==> src/rtl/assert_macros.svh <==
// Assertion macros for the stroke line rasteriser RTL.
`ifndef ASSERT_MACROS_SVH
`define ASSERT_MACROS_SVH
`ifndef SYNTH
`define SLR_ASSERT(lbl, prop, msg) \
    lbl: assert property (@(posedge aclk) disable iff (!aresetn) prop) else $error(msg);
`define SLR_ASSERT_ALWAYS(lbl, prop, msg) \
    lbl: assert property (@(posedge aclk) prop) else $error(msg);
`else
`define SLR_ASSERT(lbl, prop, msg)
`define SLR_ASSERT_ALWAYS(lbl, prop, msg)
`endif
`endif

==> src/rtl/slr_pkg.sv <==
package slr_pkg;

    localparam int COORD_BITS_DEF = 13;
    localparam int MAX_POINTS_DEF = 64;
    localparam int QUEUE_DEPTH_DEF = 2;

    localparam logic [1:0] OP_PRESS   = 2'd0;
    localparam logic [1:0] OP_MOVE    = 2'd1;
    localparam logic [1:0] OP_RELEASE = 2'd2;

    typedef struct packed {
        logic full;
        logic empty;
    } q_status_t;

endpackage

==> src/rtl/slr_queue.sv <==
`include "assert_macros.svh"

module slr_queue #(
    parameter int WIDTH = 52,
    parameter int DEPTH = 2
) (
    input  logic                  aclk,
    input  logic                  aresetn,
    input  logic                  push,
    input  logic [WIDTH-1:0]      push_data,
    input  logic                  pop,
    output logic [WIDTH-1:0]      head_data,
    output slr_pkg::q_status_t    status
);
    import slr_pkg::*;

    localparam int PW = (DEPTH > 1) ? $clog2(DEPTH) : 1;
    localparam int CW = $clog2(DEPTH + 1);

    logic [WIDTH-1:0] entry_reg [DEPTH];
    logic [PW-1:0]    wr_ptr_reg, wr_ptr_next;
    logic [PW-1:0]    rd_ptr_reg, rd_ptr_next;
    logic [CW-1:0]    cnt_reg, cnt_next;
    logic             do_push, do_pop;

    assign status.full  = (cnt_reg == CW'(DEPTH));
    assign status.empty = (cnt_reg == '0);
    assign do_push = push && !status.full;
    assign do_pop  = pop && !status.empty;
    assign head_data = entry_reg[rd_ptr_reg];

    always_comb begin
        wr_ptr_next = wr_ptr_reg;
        rd_ptr_next = rd_ptr_reg;
        cnt_next    = cnt_reg;
        if (do_push) begin
            wr_ptr_next = (wr_ptr_reg == PW'(DEPTH - 1)) ? '0 : wr_ptr_reg + 1'b1;
        end
        if (do_pop) begin
            rd_ptr_next = (rd_ptr_reg == PW'(DEPTH - 1)) ? '0 : rd_ptr_reg + 1'b1;
        end
        if (do_push && !do_pop) begin
            cnt_next = cnt_reg + 1'b1;
        end else if (do_pop && !do_push) begin
            cnt_next = cnt_reg - 1'b1;
        end
    end

    always_ff @(posedge aclk) begin
        if (!aresetn) begin
            wr_ptr_reg <= '0;
            rd_ptr_reg <= '0;
            cnt_reg    <= '0;
        end else begin
            wr_ptr_reg <= wr_ptr_next;
            rd_ptr_reg <= rd_ptr_next;
            cnt_reg    <= cnt_next;
        end
    end

    always_ff @(posedge aclk) begin
        if (do_push) begin
            entry_reg[wr_ptr_reg] <= push_data;
        end
    end

    `SLR_ASSERT(a_cnt_bound, cnt_reg <= CW'(DEPTH), "queue count beyond depth")
    `SLR_ASSERT(a_push_full, status.full |-> !do_push, "push into full queue")
    `SLR_ASSERT(a_ptr_match, status.empty |-> (wr_ptr_reg == rd_ptr_reg), "empty queue pointers differ")

endmodule

==> src/rtl/slr_front.sv <==
module slr_front #(
    parameter int COORD_BITS = 13
) (
    input  logic                    aclk,
    input  logic                    aresetn,
    input  logic                    s_valid,
    output logic                    s_ready,
    input  logic [1:0]              s_opcode,
    input  logic                    s_left_button,
    input  logic signed [COORD_BITS-1:0] s_pen_x,
    input  logic signed [COORD_BITS-1:0] s_pen_y,
    input  slr_pkg::q_status_t      q_status,
    output logic                    q_push,
    output logic [4*COORD_BITS-1:0] q_data
);
    import slr_pkg::*;

    logic                  drawing_reg, drawing_next;
    logic [COORD_BITS-1:0] cur_x_reg, cur_x_next;
    logic [COORD_BITS-1:0] cur_y_reg, cur_y_next;
    logic                  accept;

    assign s_ready = !q_status.full;
    assign accept  = s_valid && s_ready;
    assign q_data  = {cur_x_reg, cur_y_reg, s_pen_x, s_pen_y};

    always_comb begin
        drawing_next = drawing_reg;
        cur_x_next   = cur_x_reg;
        cur_y_next   = cur_y_reg;
        q_push       = 1'b0;
        if (accept) begin
            case (s_opcode)
                OP_PRESS: begin
                    if (s_left_button) begin
                        drawing_next = 1'b1;
                        cur_x_next   = s_pen_x;
                        cur_y_next   = s_pen_y;
                    end
                end
                OP_MOVE, OP_RELEASE: begin
                    if (s_left_button && drawing_reg) begin
                        q_push     = 1'b1;
                        cur_x_next = s_pen_x;
                        cur_y_next = s_pen_y;
                        if (s_opcode == OP_RELEASE) begin
                            drawing_next = 1'b0;
                        end
                    end
                end
                default: begin
                end
            endcase
        end
    end

    always_ff @(posedge aclk) begin
        if (!aresetn) begin
            drawing_reg <= 1'b0;
            cur_x_reg   <= '0;
            cur_y_reg   <= '0;
        end else begin
            drawing_reg <= drawing_next;
            cur_x_reg   <= cur_x_next;
            cur_y_reg   <= cur_y_next;
        end
    end

endmodule

==> src/rtl/slr_back.sv <==
`include "assert_macros.svh"

module slr_back #(
    parameter int COORD_BITS = 13,
    parameter int MAX_POINTS = 64
) (
    input  logic                    aclk,
    input  logic                    aresetn,
    input  slr_pkg::q_status_t      q_status,
    input  logic [4*COORD_BITS-1:0] q_data,
    output logic                    q_pop,
    output logic                    m_valid,
    input  logic                    m_ready,
    output logic signed [COORD_BITS-1:0] m_pixel_x,
    output logic signed [COORD_BITS-1:0] m_pixel_y,
    output logic                    m_last_point,
    output logic                    m_clipped
);
    import slr_pkg::*;

    localparam int CB = COORD_BITS;
    localparam int WD = COORD_BITS + 2;
    localparam int NW = (MAX_POINTS > 2) ? $clog2(MAX_POINTS) : 1;

    typedef enum logic [2:0] {
        ST_IDLE  = 3'b001,
        ST_SETUP = 3'b010,
        ST_RUN   = 3'b100
    } state_t;

    state_t state_reg, state_next;

    logic [CB-1:0] x0_reg, y0_reg, x1_reg, y1_reg;
    logic signed [WD-1:0] sx0, sy0, sx1, sy1, dx, dy, adx, ady;
    logic signed [WD-1:0] t_reg, qf_reg, rf_reg, den_reg, step_reg, base_reg;
    logic [NW-1:0] cnt_reg;
    logic          xmaj_reg, zero_reg, clip_reg;
    logic          xmaj;
    logic signed [WD-1:0] tot;
    logic signed [WD-1:0] rf_sum, minor;
    logic          out_free, emit;
    logic          valid_reg;
    logic [CB-1:0] px_reg, py_reg;
    logic          last_reg, clipo_reg;

    assign sx0 = {{2{x0_reg[CB-1]}}, x0_reg};
    assign sy0 = {{2{y0_reg[CB-1]}}, y0_reg};
    assign sx1 = {{2{x1_reg[CB-1]}}, x1_reg};
    assign sy1 = {{2{y1_reg[CB-1]}}, y1_reg};
    assign dx  = sx1 - sx0;
    assign dy  = sy1 - sy0;
    assign adx = dx[WD-1] ? -dx : dx;
    assign ady = dy[WD-1] ? -dy : dy;
    assign xmaj = adx > ady;
    assign tot = (xmaj ? adx : ady) + WD'(1);

    assign out_free = !valid_reg || m_ready;
    assign emit     = (state_reg == ST_RUN) && out_free;
    assign q_pop    = (state_reg == ST_IDLE) && !q_status.empty;
    assign rf_sum   = rf_reg + step_reg;

    // minor coordinate: truncation for x-major, half-away rounding for y-major
    always_comb begin
        if (xmaj_reg) begin
            minor = base_reg + qf_reg
                  + ((qf_reg[WD-1] && (rf_reg != '0)) ? WD'(1) : WD'(0));
        end else if (zero_reg) begin
            minor = base_reg;
        end else if ((rf_reg <<< 1) > den_reg) begin
            minor = qf_reg + WD'(1);
        end else if (((rf_reg <<< 1) == den_reg) && !qf_reg[WD-1]) begin
            minor = qf_reg + WD'(1);
        end else begin
            minor = qf_reg;
        end
    end

    always_comb begin
        state_next = state_reg;
        case (state_reg)
            ST_IDLE:  if (!q_status.empty) state_next = ST_SETUP;
            ST_SETUP: state_next = ST_RUN;
            ST_RUN:   if (emit && (cnt_reg == '0)) state_next = ST_IDLE;
            default:  state_next = ST_IDLE;
        endcase
    end

    always_ff @(posedge aclk) begin
        if (!aresetn) begin
            state_reg <= ST_IDLE;
            valid_reg <= 1'b0;
        end else begin
            state_reg <= state_next;
            if (emit) begin
                valid_reg <= 1'b1;
            end else if (m_ready) begin
                valid_reg <= 1'b0;
            end
        end
    end

    always_ff @(posedge aclk) begin
        if (q_pop) begin
            {x0_reg, y0_reg, x1_reg, y1_reg} <= q_data;
        end
        if (state_reg == ST_SETUP) begin
            xmaj_reg <= xmaj;
            zero_reg <= (dy == '0);
            rf_reg   <= '0;
            clip_reg <= tot > WD'(MAX_POINTS);
            cnt_reg  <= (tot > WD'(MAX_POINTS)) ? NW'(MAX_POINTS - 1) : NW'(tot - WD'(1));
            if (xmaj) begin
                den_reg  <= adx;
                step_reg <= dx[WD-1] ? -dy : dy;
                qf_reg   <= dx[WD-1] ? dy : '0;
                t_reg    <= dx[WD-1] ? sx1 : sx0;
                base_reg <= sy0;
            end else begin
                den_reg  <= ady;
                step_reg <= dy[WD-1] ? -dx : dx;
                qf_reg   <= dy[WD-1] ? sx1 : sx0;
                t_reg    <= dy[WD-1] ? sy1 : sy0;
                base_reg <= sx0;
            end
        end else if (emit) begin
            px_reg    <= xmaj_reg ? t_reg[CB-1:0] : minor[CB-1:0];
            py_reg    <= xmaj_reg ? minor[CB-1:0] : t_reg[CB-1:0];
            last_reg  <= (cnt_reg == '0);
            clipo_reg <= (cnt_reg == '0) && clip_reg;
            t_reg     <= t_reg + WD'(1);
            cnt_reg   <= cnt_reg - 1'b1;
            if (rf_sum >= den_reg) begin
                rf_reg <= rf_sum - den_reg;
                qf_reg <= qf_reg + WD'(1);
            end else if (rf_sum[WD-1]) begin
                rf_reg <= rf_sum + den_reg;
                qf_reg <= qf_reg - WD'(1);
            end else begin
                rf_reg <= rf_sum;
            end
        end
    end

    assign m_valid      = valid_reg;
    assign m_pixel_x    = px_reg;
    assign m_pixel_y    = py_reg;
    assign m_last_point = last_reg;
    assign m_clipped    = clipo_reg;

    `SLR_ASSERT(a_clip_last, (valid_reg && clipo_reg) |-> last_reg, "clipped without last point")
    `SLR_ASSERT(a_emit_run, emit |-> (state_reg == ST_RUN), "word emitted outside run")
    `SLR_ASSERT(a_pop_idle, q_pop |=> (state_reg == ST_SETUP), "pop not followed by setup")

endmodule

==> src/rtl/stroke_line_rasterizer.sv <==
// Stroke line rasteriser.
// Input channel s_*: one pen event per word (opcode, left_button, pen_x, pen_y).
// A left press stores the point; a left move or release while drawing turns the
// segment from the stored point to the new one into pixel words on m_*, one
// point per word, last_point marking the final one and clipped flagging a
// segment cut at MAX_POINTS points.
// Events are classified at once and a segment lands in a small queue, so the
// input keeps taking words while the back end still draws a previous segment.
// After an event is taken, its segment passes through the queue, the idle pop
// and the setup state before the run state registers the first pixel word; then
// one pixel per cycle unless a pending word is held by a low m_ready, with the
// minor coordinate tracked by an incremental quotient and remainder. Events that
// draw nothing never enter the queue. s_ready drops only when the queue is full.
// When m_ready is low while a word is pending, the output word holds and stepping pauses.
// Reset (aresetn low, synchronous): not drawing, pen point (0,0), queue empty,
// no output word pending.
module stroke_line_rasterizer #(
    parameter int COORD_BITS  = slr_pkg::COORD_BITS_DEF,
    parameter int MAX_POINTS  = slr_pkg::MAX_POINTS_DEF,
    parameter int QUEUE_DEPTH = slr_pkg::QUEUE_DEPTH_DEF
) (
    input  logic                         aclk,
    input  logic                         aresetn,
    input  logic                         s_valid,
    output logic                         s_ready,
    input  logic [1:0]                   s_opcode,
    input  logic                         s_left_button,
    input  logic signed [COORD_BITS-1:0] s_pen_x,
    input  logic signed [COORD_BITS-1:0] s_pen_y,
    output logic                         m_valid,
    input  logic                         m_ready,
    output logic signed [COORD_BITS-1:0] m_pixel_x,
    output logic signed [COORD_BITS-1:0] m_pixel_y,
    output logic                         m_last_point,
    output logic                         m_clipped
);
    import slr_pkg::*;

    q_status_t               q_status;
    logic                    q_push, q_pop;
    logic [4*COORD_BITS-1:0] q_in, q_head;

    slr_front #(.COORD_BITS(COORD_BITS)) u_front (
        .aclk, .aresetn, .s_valid, .s_ready, .s_opcode, .s_left_button,
        .s_pen_x, .s_pen_y, .q_status, .q_push, .q_data(q_in)
    );

    slr_queue #(.WIDTH(4*COORD_BITS), .DEPTH(QUEUE_DEPTH)) u_queue (
        .aclk, .aresetn, .push(q_push), .push_data(q_in), .pop(q_pop),
        .head_data(q_head), .status(q_status)
    );

    slr_back #(.COORD_BITS(COORD_BITS), .MAX_POINTS(MAX_POINTS)) u_back (
        .aclk, .aresetn, .q_status, .q_data(q_head), .q_pop,
        .m_valid, .m_ready, .m_pixel_x, .m_pixel_y, .m_last_point, .m_clipped
    );

endmodule
==> config.mk <==
export PLATFORM = sky130hd
export DESIGN_NAME = stroke_line_rasterizer
export DESIGN_NICKNAME = d
export VERILOG_FILES = /design/src/rtl/slr_pkg.sv /design/src/rtl/slr_queue.sv /design/src/rtl/slr_front.sv /design/src/rtl/slr_back.sv /design/src/rtl/stroke_line_rasterizer.sv
export VERILOG_INCLUDE_DIRS = /design/src /design/src/rtl
export SDC_FILE = /design/constraint.sdc
export NUM_CORES = 1
export LEC_CHECK = 0
export ABC_CLOCK_PERIOD_IN_PS = 9700
export BUFFER_PORTS_ARGS = -buffer_cell sky130_fd_sc_hd__buf_2
export CORE_ASPECT_RATIO = 0.8
export CORE_MARGIN = 2
export CORE_UTILIZATION = 55
export DETAILED_ROUTE_END_ITERATION = 8
export PLACE_DENSITY = 0.7
export SLEW_MARGIN = 20
export SYNTH_ARGS = -nofsm -noshare
export SYNTH_HDL_FRONTEND = slang
export SYNTH_HIERARCHICAL = 1
export SYNTH_SLANG_ARGS = --single-unit
==> constraint.sdc <==
create_clock -name aclk -period 9.7 [get_ports aclk]
set_input_delay 0.485 -clock aclk [delete_from_list [all_inputs] [get_ports aclk]]
set_output_delay 0.485 -clock aclk [all_outputs]
set_load 0.05 [all_outputs]
==> results of run 1 <==
per-stage QoR:
| stage | util (%) | hold slack (ns) | power [W] | area, sq um | instances |
|---|---|---|---|---|---|
| floorplan | - | 0.425 | 0.00187 | 20600 | 2095 |
| global placement | 57.1 | 0.431 | 0.00199 | 21100 | 2547 |
| detailed placement | 57.1 | 0.439 | 0.00199 | 21100 | 2547 |
| CTS | 59.9 | 0.124 | 0.00322 | 22200 | 2609 |
| global route | 60.0 | 0.132 | 0.00333 | 22200 | 2610 |
| finish | 60.0 | 0.148 | 0.00320 | 22200 | 2611 |
routing by layer:
metal / part of all wire [%] / GRT usage [%]
met1: 47 / 40.4
met2: 42 / 38.4
met3: 8.7 / 5.55
met4: 2.4 / 7.22
met5: 0 / 0
final timing paths:
check                                                       start                                 end  depth (start not counted)
worst min register to register  u_front/cur_y_reg[2]$_SDFFE_PN0P_  u_queue/entry_reg[0][28]$_DFFE_PP_                          0
worst max-delay path                   u_back/x1_reg[0]$_DFFE_PP_         u_back/cnt_reg[5]$_DFFE_PP_                         28
worst min-delay path                                   s_pen_y[5]   u_queue/entry_reg[1][5]$_DFFE_PP_                          1
worst max register to register         u_back/x1_reg[0]$_DFFE_PP_         u_back/cnt_reg[5]$_DFFE_PP_                         28
cell families after synthesis:
group,after synthesis
and+or+nand+nor,639
adders and majority gates,131
AOI/OAI and AO/OA,485
buffers and inverters,248
DFF,315
muxes,127
xor gates and xnor gates,150
synthesized netlist by cell type (all sizes together) (6+ instances only):
master	instances
inv	125
mux2i	58
a211oi	16
o21a	11
or3	27
buf	63
nor2b	11
clkbuf	60
o211ai	18
nand2b	28
a31oi	12
nand2	241
ha	124
o31ai	9
nor4	14
nor2	131
a211o	8
dfxtp	51
xnor2	102
o21bai	21
nand3	53
or4	6
edfxtp	264
or2	12
and3	25
a311o	10
o311ai	7
a21o	19
mux2	69
and2	15
fa	7
xor2	47
nor3	33
o21ai	148
a2111oi	6
a21oi	132
nand3b	6
nand4	16
o22ai	9
critical path, delay by kind of cell (launching register included):
kind                       cells  cell delay (ns)
AOI/OAI and AO/OA             11             3.53
DFF                            1             0.38
adders and majority gates      4             1.57
and+or+nand+nor                8             2.25
buffers and inverters          4             0.29
xor gates and xnor gates       1             0.33
power by group through the flow:
stage / Combinational, W / Sequential (W) / Clock, W
2_1_floorplan: 0.000356 / 0.00151 / 0
5_1_grt: 0.000536 / 0.00149 / 0.00130
3_3_place_gp: 0.000473 / 0.00152 / 0
4_1_cts: 0.000481 / 0.00149 / 0.00125
6_report: 0.000492 / 0.00149 / 0.00122
3_5_place_dp: 0.000478 / 0.00152 / 0
final cells by class:
cell class,instances,area share (%)
Antenna cell,1,0.0113
Clock buffer,43,4.07
Clock inverter,19,0.698
Inverter,125,2.11
Multi-Input combinational cell,1532,47.7
Sequential cell,315,40.3
Tap cell,487,2.74
Timing Repair Buffer,89,2.35
==> qor.yml, run 1 <==
first_global_vias: 14500
nets: 2261
crit_required_ns: 9.99
ys_top_cells_by_area: "edfxtp_1, ha_1, dfxtp_1, nand2_1, xnor2_1"
fin_crit_sh_pct: 88.9
relSlewSlack_pct: 32.6
cts_tree: "done"
ys_seq_area_share_pct: 43.3
fin_ws_ns: 1.08
area_growth_pct: 7.64
io_buffers: 62
synthFlopType: "edfxtp_1"
die_w_microns: 221
antenna_found_initial: 0
core_area_sq_um: 37000
drv_cap: 0
p_leak_nw: 8.40
drive_above_1_share_pct: 12.0
setup_violations: 0
drt-total-wl_microns: 52300
synth_top_area_share_pct: 38.4
cts_root_buffer: "clkbuf_16"
multi_input_comb_area_sq_um: 10600
rows: 63
rsz0062_at_grt: "no"
fin_skew_ns: 0.0219
ant_nets: 0
synth_seq_cells: 315
pre_cts_ws_ns: 1.27
place.gp.congestion: 0.938
clkTransAtPathRegs_ns: 0.06
post_cts_buffers: 0
synth_compound_area_share_pct: 15.0
first_iter_violations: 1519
criticalPathCategory: "reg2reg"
regArea_sq_um: 8950
grt-ovfl-total: 0
clockBufferDepth: 3
final_common_cell: "edfxtp_1"
p_comb_share_pct: 15.4
largest_reg_flops: 104
synth_edf_count: 264
yosys_warnings: 6
synth_largest_area_cell: "edfxtp_1"
cp_slowest_stage_delay_ns: 0.63
swShare_pct: 27.6
via_count: 15700
synth_xor_area_share_pct: 6.54
fillers: 3133
ios: 63
grt_max_degree: 88
synth_fa_ha_area_share_pct: 8.19
fmaxAchievable_mhz: 116
hold_viol_final: 0
avgSynthCellArea_sq_um: 9.85
dieHeight_microns: 177
syn_nets: 2259
worst_slew_pin_slew_ns: 1.01
status: "finished, final reports clean"
dr.pass1.iters: 6
wl_per_cell_microns: 20.0
dp_hpwl_microns: 38700
yosys.area_share.simple_pct: 14.8
hold_class: "in2reg"
die-area_sq_um: 39100
p_seq_share_pct: 46.5
clkPwrFrac_pct: 38.2
maxSlewViolCount: 0
synth_top_family_by_area: "compound AO/OA/AOI/OAI gates"
worst_path_max_delay_cell: "ha_1"
h-tree-depth: 2
drt_drc_violations_left: 0
vdd_ir_drop_max_v: 0.000150
cp-start-kind: "flop"
synth_area_sq_um: 20600
cts_sinks: 315
layout_common_cells: "edfxtp_1, nand2_1, o21ai_0"
crit_path_max_fanout: 17
setup_tns_ns: 0
viasPerCell: 6.03
p_sw_w: 0.000883
synthMuxAreaShare_pct: 6.58
grt_first_pass_wirelength_microns: 80400
end_kind: "flop"
start_util_pct: 55.7
hold_buffers: 0
synthArstFlopShare_pct: 0
insertion_delay_ns: 0.54
cell_internal_pwr_w: 0.00232
globalRouteTotalUtil_pct: 26.6
synth_cells: 2095
p_per_area_nw_per_um2: 144
fin_crit_ns: 8.62
ff2ff_setup_slack_ns: 1.08
ys_types: 99
worstPathArrival_ns: 8.91
cts_resized: 0
numCtsBuffers: 34
Note: power is estimated with default switching activity, not from simulation.
==> run 2: changes to the inputs <==
--- a/config.mk
+++ b/config.mk
@@ -16,5 +16,4 @@
 export SLEW_MARGIN = 20
 export SYNTH_ARGS = -nofsm -noshare
 export SYNTH_HDL_FRONTEND = slang
-export SYNTH_HIERARCHICAL = 1
 export SYNTH_SLANG_ARGS = --single-unit
==> qor.yml, run 2 <==
status: "finished, final reports clean"  # unchanged
utilization_pct: 61.2  # was 60.0%
crit_path_max_fanout: 30  # was 17
r2r.worst_path.cells: 33  # was 28
dieHeight_microns: 175  # was 177 microns
dp.cells: 2508  # was 2547
start_util_pct: 55.9  # was 55.7%
rsz0062_at_grt: "no"  # unchanged
hold_viol_final: 0  # unchanged
dp_hpwl_microns: 39100  # was 38700 microns
r2r_end: "u_back.cnt_reg[5]$_DFFE_PP_"  # was u_back/cnt_reg[5]$_DFFE_PP_
criticalPathCategory: "reg2reg"  # unchanged
grt_first_pass_wirelength_microns: 82400  # was 80400 microns
drt-total-wl_microns: 53100  # was 52300 microns
fin_crit_sh_pct: 89.0  # was 88.9%
worst_slew_pin_slew_ns: 1.02  # was 1.01 ns
cts_root_buffer: "clkbuf_16"  # unchanged
synthArstFlopShare_pct: 0  # unchanged
ios: 63  # unchanged
fillers: 3002  # was 3133
worstPathArrival_ns: 8.85  # was 8.91 ns
fmaxAchievable_mhz: 116  # about the same
post_cts_buffers: 0  # unchanged
drv_cap: 0  # unchanged
clkTransAtPathRegs_ns: 0.06  # about the same
stdcell_count: 2571  # was 2611
wirelength_met1_microns: 24700  # was 24600 microns
globalRouteTotalUtil_pct: 27.7  # was 26.6%
setup_tns_ns: 0  # unchanged
first_iter_violations: 1704  # was 1519
numCtsBuffers: 34  # unchanged
antenna_found_initial: 1  # was 0
fin_skew_ns: 0.0247  # was 0.0219 ns
syn_nets: 2192  # was 2259
synth_seq_cells: 314  # was 315
top_layer_used: "met5"  # was met4
first_global_vias: 14900  # was 14.5k
synth_area_sq_um: 20100  # was 20600 sq um
io_buffers: 62  # unchanged
viasPerCell: 6.14  # was 6.03
insertion_delay_ns: 0.53  # was 0.54 ns
holdPathEnd: "u_queue.entry_reg[1][17]$_DFFE_PP_"  # was u_queue/entry_reg[1][5]$_DFFE_PP_
ys_top_cells_by_area: "edfxtp_1, ha_1, dfxtp_1, xnor2_1, a21oi_1"  # was edfxtp_1, ha_1, dfxtp_1, nand2_1, xnor2_1
cp_slowest_stage_delay_ns: 0.56  # was 0.63 ns
cts_sinks: 314  # was 315
hold_class: "in2reg"  # unchanged
maxSlewViolCount: 0  # unchanged
cp-start-kind: "flop"  # unchanged
synthFlopType: "edfxtp_1"  # unchanged
die_w_microns: 218  # was 221 microns
rows: 62  # was 63
dr.pass1.iters: 6  # unchanged
ys_seq_area_share_pct: 44.5  # was 43.3%
ys_top_cells_by_count: "edfxtp_1, nand2_1, a21oi_1"  # was edfxtp_1, nand2_1, o21ai_0
dr_wl_met2_microns: 22600  # was 21800 microns
synth_top_area_share_pct: 39.5  # was 38.4%
ys_types: 97  # was 99
end_kind: "flop"  # unchanged
grt_max_degree: 78  # was 88
hold_buffers: 0  # unchanged
avgSynthCellArea_sq_um: 9.89  # was 9.85 sq um
synth_cells: 2029  # was 2095
synth_edf_count: 264  # unchanged
die-area_sq_um: 38100  # was 39100 sq um
area_growth_pct: 9.51  # was 7.64%
setup_violations: 0  # unchanged
ant_nets: 0  # unchanged
wl_per_cell_microns: 20.7  # was 20.0 microns
final_common_cell: "edfxtp_1"  # unchanged
ff2ff_setup_slack_ns: 1.06  # was 1.08 ns
clockBufferDepth: 3  # unchanged
synth_largest_area_cell: "edfxtp_1"  # unchanged
grt-ovfl-total: 0  # unchanged
cts_resized: 0  # unchanged
worst_path_max_delay_cell: "a2bb2oi_4"  # was ha_1
holdPathStages: 1  # unchanged
relSlewSlack_pct: 31.0  # was 32.6%
h-tree-depth: 2  # unchanged
core_area_sq_um: 35900  # was 37000 sq um
yosys_warnings: 0  # was 6
crit_required_ns: 9.92  # was 9.99 ns
drive_above_1_share_pct: 12.0  # about the same
nets: 2227  # was 2261
hold_start: "s_pen_x[4]"  # was s_pen_y[5]
drt_drc_violations_left: 0  # unchanged
place.gp.congestion: 0.964  # was 0.938
via_count: 15800  # was 15.7k
cts_tree: "done"  # unchanged
reg2reg_from: "u_back.y1_reg[2]$_DFFE_PP_"  # was u_back/x1_reg[0]$_DFFE_PP_
dr_wl_met3_microns: 4710  # was 4550 microns
fin_crit_ns: 8.64  # was 8.62 ns
layout_common_cells: "edfxtp_1, nand2_1, a21oi_1"  # was edfxtp_1, nand2_1, o21ai_0
largest_reg_flops: 104  # unchanged
yosysMostFrequentCell: "edfxtp_1"  # unchanged
[run 2: stage by stage]
step                hold WS [ns]  area, sq um  setup WS, ns
floorplan                  0.425        20100          2.17
global placement           0.431        20900          1.51
detailed placement         0.437        20900          1.24
CTS                        0.136        22000          1.20
global route               0.146        22000         0.482
finish                     0.156        22000          1.06
[run 2: kinds of logic after synthesis]
| kind of cell | after synthesis | share of synthesized area, % |
|---|---|---|
| AO/OA/AOI/OAI | 534 | 17.2 |
| adder cells (fa/ha/maj) | 130 | 8.36 |
| AND/OR/NAND/NOR | 598 | 14.2 |
| XOR/XNOR | 149 | 6.67 |
| buffers and inverters | 215 | 4.16 |
| multiplexers | 89 | 4.87 |
| flip-flops | 314 | 44.5 |
[run 2: metal layers]
| layer | track usage [%] | vias to the layer above |
|---|---|---|
| li1 | - | 7504 |
| met1 | 41.5 | 7583 |
| met2 | 41.2 | 612 |
| met3 | 5.31 | 95 |
| met4 | 6.54 | 2 |
| met5 | 1.92 | - |
[run 2: cell type report]
class | count | area (sq um) | area share (%)
diodes | 1 | 2.50 | 0.0114
clock buffers | 41 | 877 | 3.99
clock inverters | 21 | 233 | 1.06
inverters | 126 | 473 | 2.15
multi-input cells | 1500 | 10400 | 47.1
flip-flops and latches | 314 | 8930 | 40.6
well taps | 480 | 601 | 2.73
repair buffers | 88 | 505 | 2.30
[run 2: how the worst max path moves through the flow]
stage                     slack [ns]  depth (start not counted)                             from                              end
after detailed placement        1.24                         33       u_back.y1_reg[2]$_DFFE_PP_      u_back.cnt_reg[5]$_DFFE_PP_
final                           1.06                         33       u_back.y1_reg[2]$_DFFE_PP_      u_back.cnt_reg[5]$_DFFE_PP_
after CTS                       1.20                         33       u_back.y1_reg[2]$_DFFE_PP_      u_back.cnt_reg[5]$_DFFE_PP_
after global routing            0.48                         33       u_back.y1_reg[2]$_DFFE_PP_      u_back.cnt_reg[3]$_DFFE_PP_
after global placement          1.51                         33       u_back.y1_reg[2]$_DFFE_PP_      u_back.cnt_reg[5]$_DFFE_PP_
after floorplan                 2.17                          6  u_queue.cnt_reg[0]$_SDFFE_PN0P_  u_queue.cnt_reg[1]$_SDFFE_PN0P_
[run 2: worst max-delay path: cells and delay by family, from the launching register on]
kind            cells  cell delay [ns]
xor+xnor            1             0.17
flops               1             0.39
buf+inv             4             0.73
simple gates        7             1.55
fa+ha+maj           3             1.12
compound gates     17             3.98
mux                 1             0.33
Power of run 2 is not shown: default switching activity piles up to over one toggle a cycle in this logic, so the estimate is an artifact.
